### config.mk
export PLATFORM = sky130hd
export DESIGN_NAME = hsv_to_rgb_pixel_unit
export DESIGN_NICKNAME = d
export VERILOG_FILES = /design/src/rtl/core/hsv2rgb_pkg.sv /design/src/rtl/core/hsv2rgb_mid_scale.sv /design/src/rtl/core/hsv_to_rgb_pixel_unit.sv
export SDC_FILE = /design/constraint.sdc
export NUM_CORES = 2
export LEC_CHECK = 0
export CORE_MARGIN = 3
export CORE_UTILIZATION = 45
export DETAILED_ROUTE_END_ITERATION = 10
export DONT_BUFFER_PORTS = 1
export PLACE_DENSITY_LB_ADDON = 0.2
export SYNTH_ARGS = -nofsm -noshare
export SYNTH_HDL_FRONTEND = slang
export SYNTH_SLANG_ARGS = --single-unit
### constraint.sdc
create_clock -name clk -period 5.75 [get_ports clk]
set_input_delay 1.15 -clock clk [delete_from_list [all_inputs] [get_ports clk]]
set_output_delay 1.15 -clock clk [all_outputs]
set_load 0.02 [all_outputs]
### src/rtl/core/hsv2rgb_pkg.sv
`default_nettype none

package hsv2rgb_pkg;

	localparam int unsigned HUE_FRAC_BITS   = 6;
	localparam int unsigned LEVEL_FRAC_BITS = 12;

	localparam int unsigned LEVEL_ONE   = 1 << LEVEL_FRAC_BITS;
	localparam int unsigned SECTOR_SPAN = 60 << HUE_FRAC_BITS;
	localparam int unsigned FULL_TURN   = 360 << HUE_FRAC_BITS;

	localparam int unsigned HUE_W   = 15;
	localparam int unsigned LEVEL_W = 13;
	localparam int unsigned RAMP_W  = 12;
	localparam int unsigned VS_W    = 25;
	localparam int unsigned NUM_W   = 36;

	// mid byte: floor((510 * num + D) / (2 * D)), D = ONE * ONE * SPAN = 15 << MID_SHIFT - 1
	localparam int unsigned MID_SCALED_W = 45;
	localparam int unsigned MID_SHIFT    = 2 * LEVEL_FRAC_BITS + HUE_FRAC_BITS + 3;
	localparam logic [MID_SCALED_W-1:0] MID_BIAS =
		MID_SCALED_W'(SECTOR_SPAN) << (2 * LEVEL_FRAC_BITS);
	localparam int unsigned MID_Y_W      = 12;
	localparam int unsigned RECIP_SHIFT  = 17;
	localparam int unsigned RECIP_15     = ((1 << RECIP_SHIFT) + 14) / 15;
	localparam int unsigned RECIP_W      = 14;

	localparam logic [2:0] SEC_RY = 3'd0;
	localparam logic [2:0] SEC_YG = 3'd1;
	localparam logic [2:0] SEC_GC = 3'd2;
	localparam logic [2:0] SEC_CB = 3'd3;
	localparam logic [2:0] SEC_BM = 3'd4;
	localparam logic [2:0] SEC_MR = 3'd5;

	typedef struct packed {
		logic [14:0] hue;
		logic [12:0] saturation;
		logic [12:0] brightness;
		logic [7:0]  white_in;
		logic [7:0]  cool_in;
	} pixel_in_t;

	typedef struct packed {
		logic [7:0] red;
		logic [7:0] green;
		logic [7:0] blue;
		logic [7:0] white_out;
		logic [7:0] cool_out;
	} pixel_out_t;

	function automatic logic [7:0] sat8(input logic [8:0] x);
		sat8 = x[8] ? 8'hFF : x[7:0];
	endfunction

	function automatic logic [14:0] sector_base(input logic [2:0] k);
		sector_base = 15'(32'(k) * SECTOR_SPAN);
	endfunction

endpackage

`default_nettype wire

### src/rtl/core/hsv2rgb_mid_scale.sv
`default_nettype none

module hsv2rgb_mid_scale (
	input  wire logic                            clk,
	input  wire logic [hsv2rgb_pkg::NUM_W-1:0]   num,
	output logic      [7:0]                      mid
);

	logic [hsv2rgb_pkg::MID_SCALED_W-1:0] scaled;
	logic [hsv2rgb_pkg::MID_SCALED_W-1:0] scaled_sh;
	logic [hsv2rgb_pkg::MID_Y_W-1:0]      y_s5;
	logic [hsv2rgb_pkg::MID_Y_W+hsv2rgb_pkg::RECIP_W-1:0] prod;
	logic [hsv2rgb_pkg::MID_Y_W+hsv2rgb_pkg::RECIP_W-1:0] quot;

	// 510 * num + D, then drop the power-of-two part of 2D
	always_comb begin
		scaled = (hsv2rgb_pkg::MID_SCALED_W'(num) << 9)
			- (hsv2rgb_pkg::MID_SCALED_W'(num) << 1)
			+ hsv2rgb_pkg::MID_BIAS;
		scaled_sh = scaled >> hsv2rgb_pkg::MID_SHIFT;
	end

	always_ff @(posedge clk) begin
		y_s5 <= scaled_sh[hsv2rgb_pkg::MID_Y_W-1:0];
	end

	// divide by 15 through the reciprocal
	always_comb begin
		prod = (hsv2rgb_pkg::MID_Y_W+hsv2rgb_pkg::RECIP_W)'(y_s5)
			* (hsv2rgb_pkg::MID_Y_W+hsv2rgb_pkg::RECIP_W)'(hsv2rgb_pkg::RECIP_15);
		quot = prod >> hsv2rgb_pkg::RECIP_SHIFT;
	end

	always_ff @(posedge clk) begin
		mid <= hsv2rgb_pkg::sat8(quot[8:0]);
	end

endmodule

`default_nettype wire

### src/rtl/core/hsv_to_rgb_pixel_unit.sv
// HSV to RGB pixel converter, six-stage pipeline.
// Output: the result strobe (done) is the valid bit of the last stage and is high
// in the same cycle as the routed result on rgbw.
// Throughput: one request per clock cycle; busy stays low, the receiver cannot stall.
// Reset: arst_n clears all stage valid bits asynchronously; no result is
// strobed until a request has passed the full pipeline.
`default_nettype none

module hsv_to_rgb_pixel_unit (
	input  wire logic                    clk,
	input  wire logic                    arst_n,
	input  wire logic                    start,
	output logic                         busy,
	input  wire hsv2rgb_pkg::pixel_in_t  hsv,
	output logic                         done,
	output hsv2rgb_pkg::pixel_out_t      rgbw
);

	localparam int unsigned HW = hsv2rgb_pkg::HUE_W;
	localparam int unsigned LW = hsv2rgb_pkg::LEVEL_W;
	localparam int unsigned RW = hsv2rgb_pkg::RAMP_W;
	localparam int unsigned VW = hsv2rgb_pkg::VS_W;
	localparam int unsigned NW = hsv2rgb_pkg::NUM_W;

	logic [5:0] valid_q;

	logic [HW-1:0] hue_w;
	logic [2:0]    sec;
	logic [HW-1:0] rem_full;
	logic [RW-1:0] rem;
	logic [RW-1:0] ramp;
	logic [LW-1:0] sat_c;
	logic [LW-1:0] val_c;

	logic [2:0]    sec_s1, sec_s2, sec_s3, sec_s4, sec_s5, sec_s6;
	logic [RW-1:0] ramp_s1, ramp_s2;
	logic [LW-1:0] sat_s1, val_s1, val_s2, val_s3;
	logic [7:0]    white_s1, white_s2, white_s3, white_s4, white_s5, white_s6;
	logic [7:0]    cool_s1, cool_s2, cool_s3, cool_s4, cool_s5, cool_s6;
	logic [VW-1:0] vs_s2;
	logic [NW-1:0] vst_s3;
	logic [VW-1:0] offset_s3;
	logic [NW-1:0] num_s4;
	logic [7:0]    hi_s4, hi_s5, hi_s6;
	logic [7:0]    lo_s4, lo_s5, lo_s6;
	logic [7:0]    mid_s6;

	logic [NW:0]   vst_full;
	logic [VW-1:0] offset;
	logic [NW:0]   off_span;
	logic [NW:0]   num_full;
	logic [21:0]   hi_sum;
	logic [21:0]   hi_sh;
	logic [33:0]   lo_sum;
	logic [33:0]   lo_sh;

	assign busy = 1'b0;

	always_ff @(posedge clk or negedge arst_n) begin
		if (!arst_n) begin
			valid_q <= '0;
		end else begin
			valid_q <= {valid_q[4:0], start & ~busy};
		end
	end

	// stage 1: wrap hue, find sector and ramp weight, clamp levels
	always_comb begin
		hue_w = (hsv.hue >= HW'(hsv2rgb_pkg::FULL_TURN))
			? hsv.hue - HW'(hsv2rgb_pkg::FULL_TURN) : hsv.hue;
		if (hue_w < HW'(hsv2rgb_pkg::SECTOR_SPAN)) begin
			sec = hsv2rgb_pkg::SEC_RY;
		end else if (hue_w < HW'(2 * hsv2rgb_pkg::SECTOR_SPAN)) begin
			sec = hsv2rgb_pkg::SEC_YG;
		end else if (hue_w < HW'(3 * hsv2rgb_pkg::SECTOR_SPAN)) begin
			sec = hsv2rgb_pkg::SEC_GC;
		end else if (hue_w < HW'(4 * hsv2rgb_pkg::SECTOR_SPAN)) begin
			sec = hsv2rgb_pkg::SEC_CB;
		end else if (hue_w < HW'(5 * hsv2rgb_pkg::SECTOR_SPAN)) begin
			sec = hsv2rgb_pkg::SEC_BM;
		end else begin
			sec = hsv2rgb_pkg::SEC_MR;
		end
		rem_full = hue_w - hsv2rgb_pkg::sector_base(sec);
		rem = rem_full[RW-1:0];
		ramp = sec[0] ? RW'(hsv2rgb_pkg::SECTOR_SPAN) - rem : rem;
		sat_c = (hsv.saturation > LW'(hsv2rgb_pkg::LEVEL_ONE))
			? LW'(hsv2rgb_pkg::LEVEL_ONE) : hsv.saturation;
		val_c = (hsv.brightness > LW'(hsv2rgb_pkg::LEVEL_ONE))
			? LW'(hsv2rgb_pkg::LEVEL_ONE) : hsv.brightness;
	end

	always_ff @(posedge clk) begin
		sec_s1   <= sec;
		ramp_s1  <= ramp;
		sat_s1   <= sat_c;
		val_s1   <= val_c;
		white_s1 <= hsv.white_in;
		cool_s1  <= hsv.cool_in;
	end

	// stage 2: chroma
	always_ff @(posedge clk) begin
		vs_s2    <= VW'(val_s1) * VW'(sat_s1);
		val_s2   <= val_s1;
		ramp_s2  <= ramp_s1;
		sec_s2   <= sec_s1;
		white_s2 <= white_s1;
		cool_s2  <= cool_s1;
	end

	// stage 3: ramp term and offset
	always_comb begin
		vst_full = (NW+1)'(vs_s2) * (NW+1)'(ramp_s2);
		offset = (VW'(val_s2) << hsv2rgb_pkg::LEVEL_FRAC_BITS) - vs_s2;
	end

	always_ff @(posedge clk) begin
		vst_s3    <= vst_full[NW-1:0];
		offset_s3 <= offset;
		val_s3    <= val_s2;
		sec_s3    <= sec_s2;
		white_s3  <= white_s2;
		cool_s3   <= cool_s2;
	end

	// stage 4: mid numerator, max and min bytes
	always_comb begin
		off_span = ((NW+1)'(offset_s3) << 12) - ((NW+1)'(offset_s3) << 8);
		num_full = (NW+1)'(vst_s3) + off_span;
		hi_sum = (22'(val_s3) << 9) - (22'(val_s3) << 1) + 22'(hsv2rgb_pkg::LEVEL_ONE);
		hi_sh = hi_sum >> (hsv2rgb_pkg::LEVEL_FRAC_BITS + 1);
		lo_sum = (34'(offset_s3) << 9) - (34'(offset_s3) << 1)
			+ (34'd1 << (2 * hsv2rgb_pkg::LEVEL_FRAC_BITS));
		lo_sh = lo_sum >> (2 * hsv2rgb_pkg::LEVEL_FRAC_BITS + 1);
	end

	always_ff @(posedge clk) begin
		num_s4   <= num_full[NW-1:0];
		hi_s4    <= hsv2rgb_pkg::sat8(hi_sh[8:0]);
		lo_s4    <= hsv2rgb_pkg::sat8(lo_sh[8:0]);
		sec_s4   <= sec_s3;
		white_s4 <= white_s3;
		cool_s4  <= cool_s3;
	end

	// stages 5 and 6: round and scale the mid channel
	hsv2rgb_mid_scale u_mid (
		.clk (clk),
		.num (num_s4),
		.mid (mid_s6)
	);

	always_ff @(posedge clk) begin
		hi_s5    <= hi_s4;
		lo_s5    <= lo_s4;
		sec_s5   <= sec_s4;
		white_s5 <= white_s4;
		cool_s5  <= cool_s4;
		hi_s6    <= hi_s5;
		lo_s6    <= lo_s5;
		sec_s6   <= sec_s5;
		white_s6 <= white_s5;
		cool_s6  <= cool_s5;
	end

	// route max, mid, min to channels by sector
	always_comb begin
		rgbw.white_out = white_s6;
		rgbw.cool_out  = cool_s6;
		case (sec_s6)
			hsv2rgb_pkg::SEC_RY: begin
				rgbw.red = hi_s6;  rgbw.green = mid_s6; rgbw.blue = lo_s6;
			end
			hsv2rgb_pkg::SEC_YG: begin
				rgbw.red = mid_s6; rgbw.green = hi_s6;  rgbw.blue = lo_s6;
			end
			hsv2rgb_pkg::SEC_GC: begin
				rgbw.red = lo_s6;  rgbw.green = hi_s6;  rgbw.blue = mid_s6;
			end
			hsv2rgb_pkg::SEC_CB: begin
				rgbw.red = lo_s6;  rgbw.green = mid_s6; rgbw.blue = hi_s6;
			end
			hsv2rgb_pkg::SEC_BM: begin
				rgbw.red = mid_s6; rgbw.green = lo_s6;  rgbw.blue = hi_s6;
			end
			default: begin
				rgbw.red = hi_s6;  rgbw.green = lo_s6;  rgbw.blue = mid_s6;
			end
		endcase
	end

	assign done = valid_q[5];

endmodule

`default_nettype wire

# Word level (Yosys, flattened, before mapping)

Cells that the tools add are included.

Register bits after elaboration: 386
Bits of input ports: 60
Output and inout port bits: 42
Logic and storage cells: 74

Add/sub/neg operators: 12
Multiply operators: 4
Order comparisons: 8
Equality and inequality tests: 4
Multiplexer cells: 8
Reductions and logical operators: 1

Operators by type and width:

| kind                                                          | number |
|---|---|
| one-hot mux 24 bit (5 select lines)                           | 1 |
| adder 45 x 36 -> 45 bit (second input constant)               | 1 |
| subtractor 45 x 37 -> 45 bit                                  | 1 |
| adder 36 bit                                                  | 1 |
| multiplier 25 x 12 -> 36 bit                                  | 1 |
| subtractor 36 x 33 -> 36 bit                                  | 1 |
| adder 34 x 25 -> 34 bit (second input constant)               | 1 |
| subtractor 34 x 26 -> 34 bit                                  | 1 |
| less-than comparator 15 x 14 -> 1 bit (second input constant) | 2 |
| greater-than comparator 13 bit (second input constant)        | 2 |
| multiplier 12 x 14 -> 26 bit (second input constant)          | 1 |
| multiplier 13 x 13 -> 25 bit                                  | 1 |
| subtractor 25 bit                                             | 1 |
| adder 22 x 13 -> 22 bit (second input constant)               | 1 |
| subtractor 22 x 14 -> 22 bit                                  | 1 |
| greater-or-equal comparator 15 bit (second input constant)    | 1 |
| less-than comparator 15 x 12 -> 1 bit (second input constant) | 1 |
| less-than comparator 15 x 13 -> 1 bit (second input constant) | 1 |
| less-than comparator 15 bit (second input constant)           | 1 |
| 2-to-1 mux 15 bit                                             | 1 |
| subtractor 15 bit (second input constant)                     | 1 |
| 2-to-1 mux 12 bit                                             | 1 |
| 2-to-1 mux 3 bit                                              | 4 |
| subtractor 12 bit                                             | 1 |
| 7 further kinds                                               | 8 |

# Logic depth before layout (Yosys ltp)

Depth in word-level cells: 12
Depth in mapped cells: 23
Gate-level depth less buffers: 21

# Hierarchy

A second synthesis with hierarchy kept.

Cells, all modules: 3561
Area, all modules: 32643.8 um^2

Modules (own cells, without submodules):

| module                | times used | cells each | area each (um^2) | seq. area each (um^2) |
|---|---|---|---|---|
| hsv_to_rgb_pixel_unit | 1          | 3046       | 28386.0          | 7357.1 |
| hsv2rgb_mid_scale     | 1          | 515        | 4257.8           | 400.4 |

# Least setup slack after synthesis

Ideal clock, no wire load.

Kind: reg-to-reg
Start point: register vs_s2[6]
End point: register vst_s3[28]
Library setup time: 0.120 ns
Arrival: 5.719 ns
Required time: 5.630 ns
Path slack: -0.089 ns
Cell stages (with the launch flop): 22
Path buffers: 2
Clock period less this slack: 5.839 ns
Cells stage by stage: dfxtp_1 > clkbuf_1 > clkbuf_1 > nand2_1 > fa_1 > fa_1 > inv_1 > fa_1 > fa_1 > inv_1 > fa_1 > inv_1 > ha_1 > a21oi_1 > nor2b_1 > o31a_1 > a311oi_1 > a21o_1 > a21oi_1 > or3_1 > a31o_2 > xor2_1

Word-level cells in the longest chain between the ends: 1

Ends and longest elaborated chain:

| element                      | RTL line                     | source |
|---|---|---|
| start, declared              | hsv_to_rgb_pixel_unit.sv:40  | `logic [VW-1:0] vs_s2;` |
| start signal, assigned       | hsv_to_rgb_pixel_unit.sv:104 | `vs_s2 <= VW'(val_s1) * VW'(sat_s1);` |
| multiplier 25 x 12 -> 36 bit | hsv_to_rgb_pixel_unit.sv:114 | `vst_full = (NW+1)'(vs_s2) * (NW+1)'(ramp_s2);` |
| net vst_full[28]             | hsv_to_rgb_pixel_unit.sv:48  | `logic [NW:0] vst_full;` |
| end signal, assigned         | hsv_to_rgb_pixel_unit.sv:119 | `vst_s3 <= vst_full[NW-1:0];` |
| end, declared                | hsv_to_rgb_pixel_unit.sv:41  | `logic [NW-1:0] vst_s3;` |

The timed path passes the listed nets, and every way through them passes these cells.
A chain may end at the register's enable or synchronous reset.

# Final worst setup path

Start point: register ramp_s2[3]
End point: register vst_s3[28]

Word-level cells in the longest chain between the ends: 1

Ends and longest elaborated chain:

| element                      | RTL line                     | source |
|---|---|---|
| start, declared              | hsv_to_rgb_pixel_unit.sv:36  | `logic [RW-1:0] ramp_s1, ramp_s2;` |
| start signal, assigned       | hsv_to_rgb_pixel_unit.sv:106 | `ramp_s2 <= ramp_s1;` |
| multiplier 25 x 12 -> 36 bit | hsv_to_rgb_pixel_unit.sv:114 |  |
| net vst_full[28]             | hsv_to_rgb_pixel_unit.sv:48  |  |

The timed path passes the listed nets, and every way through them passes these cells.

==> impl_metrics.yaml <==
outcome:
  status: "finished clean"
synthesis:
  ys_dominant_reg_cell: "dfxtp_1"
  yosys_warnings: 0
  muxShareOfSynthArea: 0.003109
  synth_compound_area_frac: 0.09700
  yosysUniqueCellTypes: 78
  syn-mean-instance-area_um2: 9.247
  ys_ff_latch: 386
  ys_seq_area_frac: 0.2409
  netlist_instances: 3482
  synth_top_family_by_area: "adder cells"
  syn_nets: 4312
  synth-edff-count: 0
  synthSimpleGateAreaFrac: 0.1322
  synthAdderAreaFrac: 0.3902
  synthArstFlopShare: 0.01554
  syn-cell-area_um2: 32200
  synthXorXnorAreaFrac: 0.04352
sta:
  setup_ws_ns: 0.2243
  fin_crit_sh: 0.9610
  hold_violations: 0
  period_minus_slack_ns: 5.526
  slew_viol_final: 0
  setup_viol_count_final: 0
  fmax_mhz: 181.0
  relSlewSlack: 0.2338
  grt_setup_unrepaired: "true"
  tightest_slew_ns: 1.145
  fin_skew_ns: 0.02363
routing:
  ant_nets: 0
  wirelength_um: 67270
  firstDrtPassIters: 5
  drc: 0
  wl_per_cell_um: 14.90
  via_count: 21830
  drtIter0Drc: 1088
  viasPerCell: 4.834
cells_and_area:
  utilization: 0.5028
  layout.cells.most_common: "inv_1"
  area.growth.synth_to_final_pct: 10.12
  final_layout_size_suffix_gt1_frac: 0.07557
  fin_cells: 4515
  num-nets-final: 4372
  final_area_um2: 35450
  final_cell_mix: "inv_1 (675), nand2_1 (422), fa_1 (389), ha_1 (379), dfxtp_1 (355)"
worst_setup_path:
  crit_fanout: 5
  critPathBufInv: 6
  critPathKind: "flip-flop to flip-flop"
  path_common_cell: "fa_1"
  startpoint_type: "flip-flop"
  critPathSlowestCell: "fa_1"
  end_kind: "flip-flop"
  slowest_delay_ns: 0.54
  cp_data_required_time_ns: 6.20
  worstPathCellList: "buf_4, nand2_1, fa_1, fa_1, inv_1, fa_1, fa_1, inv_1, fa_1, inv_1, ha_1, buf_4, nor2_1, nor2_1, o31a_1, a311oi_2, buf_4, a21o_1, a21oi_2, or3_1, a31o_2, xor2_1"
  cp_data_arrival_time_ns: 5.98
  critPathTopFamily: "adder cells"
floorplanning:
  die_h_um: 273.5
  io_pins: 102
  dieArea_um2: 74790
  std_cell_rows: 97
  die_x_um: 273.5
  start_util: 0.4566
  core_area_um2: 70510
place:
  portBuffers: 0
  post_dp_cell_area_um2: 33910
  dp_cells: 4435
  gp_congestion: 0.8372
  dpl_worst_slack_ns: -0.01124
  place_hpwl_um: 56930
global_routing:
  grt_max_degree: 36
  grtUsageTotal: 0.1866
  grt_pass1_wl_um: 114200
  grt_pass1_vias: 22440
  antenna_found_initial: 0
  grt-ovfl-total: 0
clocking:
  tritoncts: "done"
  cts_root_buffer: "clkbuf_16"
  cts_made_buffers: 41
  htreeDepth: 2
  clkTransAtPathRegs_ns: 0.06
  cts_sinks: 386
  insertion_delay_ns: 0.58
  hold_buffers: 0
  cts_buffer_depth: 3
hold_path:
  min_path_type: "input pin to asynchronous set/reset pin"
job:
  maxCapViolCount: 0
-- synth_stat cells (all sizes together), types with 6 or more instances --
cell type,count,share of area
nand2b,25,0.0049
nor2,99,0.012
a31o,10,0.0027
nand3,32,0.0050
a41oi,7,0.0019
o41ai,7,0.0024
a221oi,11,0.0032
nor3,39,0.0062
or3,10,0.0019
o31ai,11,0.0027
o22ai,11,0.0023
dfrtp,6,0.0047
a211oi,19,0.0044
fa,390,0.24
nand2,422,0.049
mux2i,10,0.0031
inv,676,0.079
and3,9,0.0017
o21ai,100,0.016
xnor2,114,0.031
or2,9,0.0017
ha,380,0.15
a21oi,113,0.018
xor2,46,0.013
buf,9,0.0016
o21a,23,0.0054
a21o,61,0.014
o21bai,15,0.0035
clkbuf,108,0.013
and2,169,0.033
nand4,11,0.0021
o22a,9,0.0024
or4,6,0.0015
nor2b,43,0.0084
dfxtp,380,0.24
a31oi,16,0.0036
o211ai,14,0.0033
-- worst reg2reg max path: stages, from the launching register on --
cell      delay (ns)
dfxtp_2         0.36
buf_4           0.14
nand2_1         0.07
fa_1            0.46
fa_1            0.52
inv_1           0.07
fa_1            0.50
fa_1            0.54
inv_1           0.05
fa_1            0.52
inv_1           0.04
ha_1            0.30
buf_4           0.15
nor2_1          0.08
nor2_1          0.04
o31a_1          0.10
a311oi_2        0.27
buf_4           0.18
a21o_1          0.15
a21oi_2         0.08
or3_1           0.39
a31o_2          0.26
xor2_1          0.13
-- cells by family after synthesis --
family | count (synthesis)
DFF | 386
other | 1
adders and majority gates | 770
xor gates and xnor gates | 160
and+or+nand+nor | 894
muxes | 10
buffers and inverters | 793
AOI/OAI and AO/OA | 468
-- path summary, 6_finish.rpt --
| kind | slack [ns] | depth (start not counted) | start | to |
|---|---|---|---|---|
| setup / recovery | 0.22 | 22 | ramp_s2[3]$_DFF_P_ | vst_s3[28]$_DFF_P_ |
| hold / removal | 0.27 | 0 | arst_n | valid_q[0]$_DFF_PN0_ |
| setup reg to reg | 0.22 | 22 | ramp_s2[3]$_DFF_P_ | vst_s3[28]$_DFF_P_ |
| hold reg to reg | 0.32 | 0 | white_s2[4]$_DFF_P_ | white_s3[4]$_DFF_P_ |
| max in group asynchronous | 5.41 | 0 | arst_n | valid_q[4]$_DFF_PN0_ |
| min in group clk | 0.32 | 0 | white_s2[4]$_DFF_P_ | white_s3[4]$_DFF_P_ |
-- sequential cells by signal, summed over array words and instances (netlist names), 13 cells and up --
register and count:
val_s2 13, val_s3 13, offset_s3 25, num_s4 36, vs_s2 25, sat_s1 13
val_s1 13, vst_s3 36
-- area by class of cell --
type | count | area, um^2
diodes | 2 | 5.005
flip-flops and latches | 386 | 7806
clock buffers | 56 | 1172
inverters | 676 | 2537
well taps | 940 | 1176
clock inverters | 18 | 211.5
repair buffers | 134 | 1037
fillers | 6581 | 35060
multi-input cells | 2303 | 21510
-- routing by layer --
metal	track usage	routed length [um]	up-vias
met5	0	0	-
met4	0.03975	1353	0
met3	0.03339	3037	72
met2	0.3053	30850	349
met1	0.2590	32030	10310
li1	-	-	11090
-- repair_timing --
| action | CTS | global route |
|---|---|---|
| setup buffers | 0 | 4 |
| pin swaps | 0 | 11 |
| resized for setup | 1 | 50 |
| endpoints found under the setup margin | 1 | 16 |
-- stage by stage --
step	hold WS [ns]	setup TNS, ns
2_1_floorplan	0.3096	0
3_3_place_gp	0.3097	0
3_5_place_dp	0.3121	-0.01124
4_1_cts	0.2294	0
5_1_grt	0.2321	-0.06260
6_report	0.2691	0
Power is left out: the tool's default activity adds up to more than one toggle a clock period on the data nets, which glitch-free logic cannot reach.
